[src/hw/rtl/olmgt_pkg.sv]
// ----------------------------------------------------------------------------
// olmgt_pkg
// types, constants and fixed-point helpers shared by the gradient tuner
// ----------------------------------------------------------------------------
package olmgt_pkg;

    localparam int unsigned MaxParams       = 4;
    localparam int unsigned DefNumParams    = 4;
    localparam int unsigned DefStateDim     = 2;
    localparam int unsigned DefInputDim     = 2;
    localparam int unsigned NumEntries      = 8;
    localparam int unsigned CfgIdxW         = 3;
    localparam int unsigned CfgDataW        = 32;

    localparam logic [31:0] MaskReset       = 32'd4027541145;
    localparam logic [23:0] RateReset       = 24'd8389;
    localparam logic signed [31:0] ParamAReset = 32'sd3355443;
    localparam logic signed [31:0] ParamBReset = 32'sd335544;
    localparam logic signed [31:0] ParamCReset = -32'sd10066330;
    localparam logic signed [31:0] ParamDReset = 32'sd3355443;

    localparam logic signed [63:0] One24    = 64'sd16777216;
    localparam logic signed [63:0] Max64    = 64'h7fff_ffff_ffff_ffff;
    localparam logic signed [63:0] Min64    = 64'h8000_0000_0000_0000;

    // register indexes
    typedef enum logic [CfgIdxW-1:0] {
        REG_MASK   = 3'd0,
        REG_RATE   = 3'd1,
        REG_PARAM0 = 3'd2,
        REG_PARAM1 = 3'd3,
        REG_PARAM2 = 3'd4,
        REG_PARAM3 = 3'd5
    } t_reg_idx;

    // multiplier request: a*b, rounded shift right by sh, saturated to 64 bits
    typedef struct packed {
        logic               start;
        logic signed [63:0] a;
        logic signed [63:0] b;
        logic [5:0]         sh;
    } t_mul_req;

    typedef struct packed {
        logic               done;
        logic signed [63:0] p;
    } t_mul_rsp;

    function automatic logic signed [63:0] sat_w(input logic signed [63:0] v,
                                                 input int unsigned w);
        logic signed [63:0] hi;
        logic signed [63:0] lo;
        hi = (64'sd1 <<< (w - 1)) - 64'sd1;
        lo = -hi - 64'sd1;
        sat_w = (v > hi) ? hi : ((v < lo) ? lo : v);
    endfunction

    function automatic logic signed [63:0] add_sat(input logic signed [63:0] a,
                                                   input logic signed [63:0] b);
        logic signed [63:0] s;
        s = a + b;
        if (!a[63] && !b[63] && s[63]) add_sat = Max64;
        else if (a[63] && b[63] && !s[63]) add_sat = Min64;
        else add_sat = s;
    endfunction

endpackage

[src/hw/rtl/olmgt_mul.sv]
// ----------------------------------------------------------------------------
// olmgt_mul
// shared 64x64 signed multiplier, one 32x32 partial product a cycle,
// rounded (ties away from zero) right shift and 64-bit saturation
// ----------------------------------------------------------------------------
module olmgt_mul (
    input  logic                i_clk,
    input  logic                i_rst_n,
    input  olmgt_pkg::t_mul_req i_req,
    output olmgt_pkg::t_mul_rsp o_rsp
);
    import olmgt_pkg::*;

    typedef enum logic [2:0] {S_IDLE, S_P0, S_P1, S_P2, S_P3, S_FIN} t_state;

    t_state       r_state;
    logic [63:0]  r_ua, r_ub;
    logic         r_neg;
    logic [5:0]   r_sh;
    logic [127:0] r_acc;
    logic signed [63:0] r_p;
    logic         r_done;

    logic [31:0]  w_x, w_y;
    logic [63:0]  w_pp;
    logic [127:0] w_pp_ext;
    logic [127:0] w_rnd;
    logic [127:0] w_mag;
    logic         w_over;
    logic signed [63:0] w_res;

    always_comb begin
        w_x = 32'd0;
        w_y = 32'd0;
        w_pp_ext = 128'd0;
        case (r_state)
            S_P0: begin w_x = r_ua[31:0];  w_y = r_ub[31:0];  end
            S_P1: begin w_x = r_ua[31:0];  w_y = r_ub[63:32]; end
            S_P2: begin w_x = r_ua[63:32]; w_y = r_ub[31:0];  end
            S_P3: begin w_x = r_ua[63:32]; w_y = r_ub[63:32]; end
            default: begin w_x = 32'd0; w_y = 32'd0; end
        endcase
        w_pp = {32'd0, w_x} * {32'd0, w_y};
        case (r_state)
            S_P1, S_P2: w_pp_ext = {32'd0, w_pp, 32'd0};
            S_P3:       w_pp_ext = {w_pp, 64'd0};
            default:    w_pp_ext = {64'd0, w_pp};
        endcase
    end

    always_comb begin
        w_rnd = (r_sh == 6'd0) ? r_acc : (r_acc + (128'd1 << (r_sh - 6'd1)));
        w_mag = w_rnd >> r_sh;
        w_over = (w_mag[127:64] != 64'd0);
        if (r_neg) begin
            if (w_over || w_mag[63:0] >= 64'h8000_0000_0000_0000) w_res = Min64;
            else w_res = -$signed(w_mag[63:0]);
        end else begin
            if (w_over || w_mag[63]) w_res = Max64;
            else w_res = $signed(w_mag[63:0]);
        end
    end

    always_ff @(posedge i_clk) begin
        if (!i_rst_n) begin
            r_state <= S_IDLE;
            r_done  <= 1'b0;
        end else begin
            r_done <= 1'b0;
            case (r_state)
                S_IDLE: begin
                    if (i_req.start) begin
                        r_ua  <= i_req.a[63] ? 64'(-i_req.a) : i_req.a;
                        r_ub  <= i_req.b[63] ? 64'(-i_req.b) : i_req.b;
                        r_neg <= i_req.a[63] ^ i_req.b[63];
                        r_sh  <= i_req.sh;
                        r_acc <= 128'd0;
                        r_state <= S_P0;
                    end
                end
                S_P0, S_P1, S_P2: begin
                    r_acc   <= r_acc + w_pp_ext;
                    r_state <= t_state'(r_state + 3'd1);
                end
                S_P3: begin
                    r_acc   <= r_acc + w_pp_ext;
                    r_state <= S_FIN;
                end
                S_FIN: begin
                    r_p     <= w_res;
                    r_done  <= 1'b1;
                    r_state <= S_IDLE;
                end
                default: r_state <= S_IDLE;
            endcase
        end
    end

    assign o_rsp.done = r_done;
    assign o_rsp.p    = r_p;
endmodule

[config.mk]
export PLATFORM = sky130hd
export DESIGN_NAME = olmgt_mul
export DESIGN_NICKNAME = d
export VERILOG_FILES = /design/src/hw/rtl/olmgt_pkg.sv /design/src/hw/rtl/olmgt_mul.sv
export SDC_FILE = /design/constraint.sdc
export NUM_CORES = 2
export LEC_CHECK = 0
export ABC_AREA = 0
export BUFFER_PORTS_ARGS = -buffer_cell sky130_fd_sc_hd__buf_2
export CORE_ASPECT_RATIO = 1.1
export CORE_MARGIN = 2
export CORE_UTILIZATION = 25
export CTS_BUF_LIST = sky130_fd_sc_hd__clkbuf_4
export DETAILED_ROUTE_END_ITERATION = 12
export HOLD_SLACK_MARGIN = 0.02
export PLACE_DENSITY = 0.46
export SYNTH_ARGS = -nofsm -noshare
export SYNTH_HDL_FRONTEND = slang
export SYNTH_SLANG_ARGS = --single-unit
export TNS_END_PERCENT = 5
[constraint.sdc]
create_clock -name i_clk -period 14 [get_ports i_clk]
set_input_delay 0.7 -clock i_clk [delete_from_list [all_inputs] [get_ports i_clk]]
set_output_delay 0.7 -clock i_clk [all_outputs]
set_load 0.02 [all_outputs]
==> impl_metrics.toml <==
[run_status]
status = "finished, violations left"
violations = "max-capacitance violations, max-slew violations"

[die]
die_w_um = 543
fp-row-count = 217
die_h_um = 596
initial_core_util_pct = 25.1
core_um2 = 318000
fp.dieArea_um2 = 324000
ios = 202

[drt]
dr.pass1.iters = 6
drt-initial-drc-count = 7752
detail_route.wl_per_cell_um = 28.8
vias = 82800
routed_via_density = 5.54
remaining_drc_errors = 0
ant_nets = 0
wl_mm = 431

[pwr]
p_int_w = 0.00746
power.total_w = 0.0169
ir_drop_mv = 0.281
power_density_nw_per_um2 = 179
power.leakage_nw = 39.8
p_sw_share_pct = 55.9
netSwitchingPower_w = 0.00946
clkPwrFrac_pct = 6.0
seq_power_share_pct = 9.9
pwr-share-comb_pct = 84.1

[critical_path]
cp_common_cell = "buf_4"
cp-end-kind = "flop"
reg2reg_from = "r_state[0]"
crit_arrival_ns = 14.58
r2r-end = "r_acc[127]"
critPathSlowestCell = "fa_1"
reg2reg_depth = 57
cpPeakStageDelay_ns = 0.53
path_max_fanout = 15
criticalPathCategory = "reg2reg"
start_kind = "flop"
ff2ff_setup_slack_ns = 0.40
required_ns = 14.99

[timing]
hold_viol = 0
period_share_pct = 97.1
setup_viol = 0
drv_slew = 5
rsz0062_at_grt = "yes"
fin_setup_tns_ns = 0
max-slew-margin-rel_pct = -5.90
skew_ns = 0.200
worst_pin_slew_ns = 1.57
min_period_ns = 13.60
fmax_ghz = 0.0736

[logic_synthesis]
async_flop_share_pct = 0
synth_seq_area_share_pct = 12.4
synth_cells = 9932
synth_edf_count = 327
syn_avg_cell_area_um2 = 8.03
ys_seq_elements = 331
syn_area_um2 = 79800
synth.distinct_cells = 133
synth_nets = 11400
ys.warnings.count = 0
ys.flop_type = "edfxtp_1"

[clocking]
cts.sinks = 331
htree_levels = 3
cts_root_buf = "clkbuf_4"
clk_latency_ns = 1.24
cts_buffer_depth = 4
cts-buffers-inserted = 105
cts_tree = "built"
clk_pin_slew_ns = 0.07

[cells_and_area]
nets = 12200
final_common_cell = "nor2_1"
fillers = 34200
final_area_um2 = 94800
syn2layout_area_growth_pct = 18.8
drive_gt1_share_pct = 15.2
layout_common_cells = "1284 x nor2_1, 1013 x nand2_1, 944 x inv_1, 896 x fa_1, 813 x buf_4"

[placement]
numPortBuffers = 201
place_area_um2 = 90800
globalplace.congestion = 1.05
hpwlAfterDp_mm = 358

[min_path]
hold_depth = 2
hold_path_class = "in2reg"
worstHoldStart = "i_req[5]"
worstHoldEndpoint = "r_sh[5]"

[job]
max_cap_violations = 4

[grt]
grt_pass1_wl_mm = 608
antenna_found_initial = 15
grt_max_degree = 116
grt_usage_pct = 25.9
grt_pass1_vias = 83600
overflow = 0
[routing by layer]
metal  vias to the layer above  share of wire (%)  GRT usage [%]
met5                         -              0.012              0
met4                         8                8.6           18.7
met3                      1171                6.2           3.79
met2                      3791                 47           43.9
met1                     41200                 38           29.8
li1                      36600                  -              -
[power groups by stage]
stage                     registers (W)  logic (W)  clock network [W]
after detailed placement        0.00168     0.0138                  0
final                           0.00168     0.0142            0.00102
after global placement          0.00168     0.0138                  0
after CTS                       0.00166     0.0140            0.00107
after global routing            0.00168     0.0152            0.00110
after floorplan                 0.00147    0.00736                  0
[layout make-up]
class | count | area, um^2 | share of cell area [%]
flip-flops and latches | 331 | 9900 | 10.4
clock inverters | 58 | 323 | 0.341
well taps | 4161 | 5210 | 5.49
inverters | 952 | 3580 | 3.77
repair buffers | 1288 | 10400 | 11.0
multi-input cells | 7999 | 64400 | 67.9
diodes | 19 | 47.5 | 0.0502
clock buffers | 127 | 953 | 1.01
[logic make-up after synthesis]
family / share of synthesized area [%]
buf+inv: 7.83
mux: 3.09
flops: 12.4
xor+xnor: 4.30
compound gates: 21.6
simple gates: 21.0
fa+ha+maj: 29.8
[critical path: cells and delay by family (launching register included)]
family / cells / cell delay (ns)
flip-flops: 1 / 0.33
buffers and inverters: 14 / 1.97
adder cells (fa/ha/maj): 11 / 4.63
AND/OR/NAND/NOR: 3 / 0.73
XOR/XNOR: 2 / 0.35
multiplexers: 1 / 0.34
AO/OA/AOI/OAI: 26 / 4.98
[metrics by stage]
step	instances	worst slack [ns]	hold WS, ns	utilization [%]
2_1_floorplan	9932	0.516	0.584	-
3_3_place_gp	14500	-1.19	0.566	28.6
6_report	14900	0.404	0.216	29.8
4_1_cts	14900	-0.0404	0.0752	29.7
3_5_place_dp	14500	-1.20	0.563	28.6
5_1_grt	14900	-0.0714	0.141	29.8
[cell usage after synthesis (85+ instances only)]
| cell | count | area share (%) |
|---|---|---|
| a211oi_1 | 109 | 1.0 |
| a21o_1 | 186 | 1.8 |
| a21oi_1 | 463 | 2.9 |
| a22oi_1 | 93 | 0.88 |
| buf_2 | 98 | 0.61 |
| clkbuf_1 | 475 | 2.2 |
| edfxtp_1 | 327 | 12 |
| fa_1 | 898 | 23 |
| ha_1 | 461 | 7.2 |
| inv_1 | 947 | 4.5 |
| mux2i_1 | 144 | 1.8 |
| nand2_1 | 1020 | 4.8 |
| nand3_1 | 230 | 1.4 |
| nand4_1 | 163 | 1.3 |
| nor2_1 | 1294 | 6.1 |
| nor3_1 | 209 | 1.3 |
| o211ai_1 | 85 | 0.80 |
| o21ai_0 | 354 | 2.2 |
| o22ai_1 | 133 | 1.0 |
| or3_1 | 113 | 0.89 |
| xnor2_1 | 288 | 3.2 |
| xor2_1 | 104 | 1.1 |
[state kept, by name (all words and copies together), names as in the netlist]
name,cells
r_acc,128
r_p,64
r_ua,64
r_ub,64
r_sh,6
r_state,3
r_done,1
r_neg,1
[worst max-delay path by stage]
stage	from	depth (start not counted)	end
CTS	r_state[0]	58	r_acc[127]
detailed placement	r_state[0]	52	r_acc[127]
global placement	r_state[0]	53	r_acc[127]
finish	r_state[0]	57	r_acc[127]
floorplan	r_state[0]	52	r_acc[127]
global route	r_state[0]	60	r_acc[105]
[repair_timing]
item | in CTS | in global routing
cloned | 0 | 1
hold buffers | 210 | 0
setup buffers | 5 | 13
endpoints found under the setup margin | 37 | 39
resized for setup | 21 | 61
pin swaps | 3 | 32
endpoints found under the hold margin | 161 | 0
Note: power is estimated with default switching activity, not from simulation.
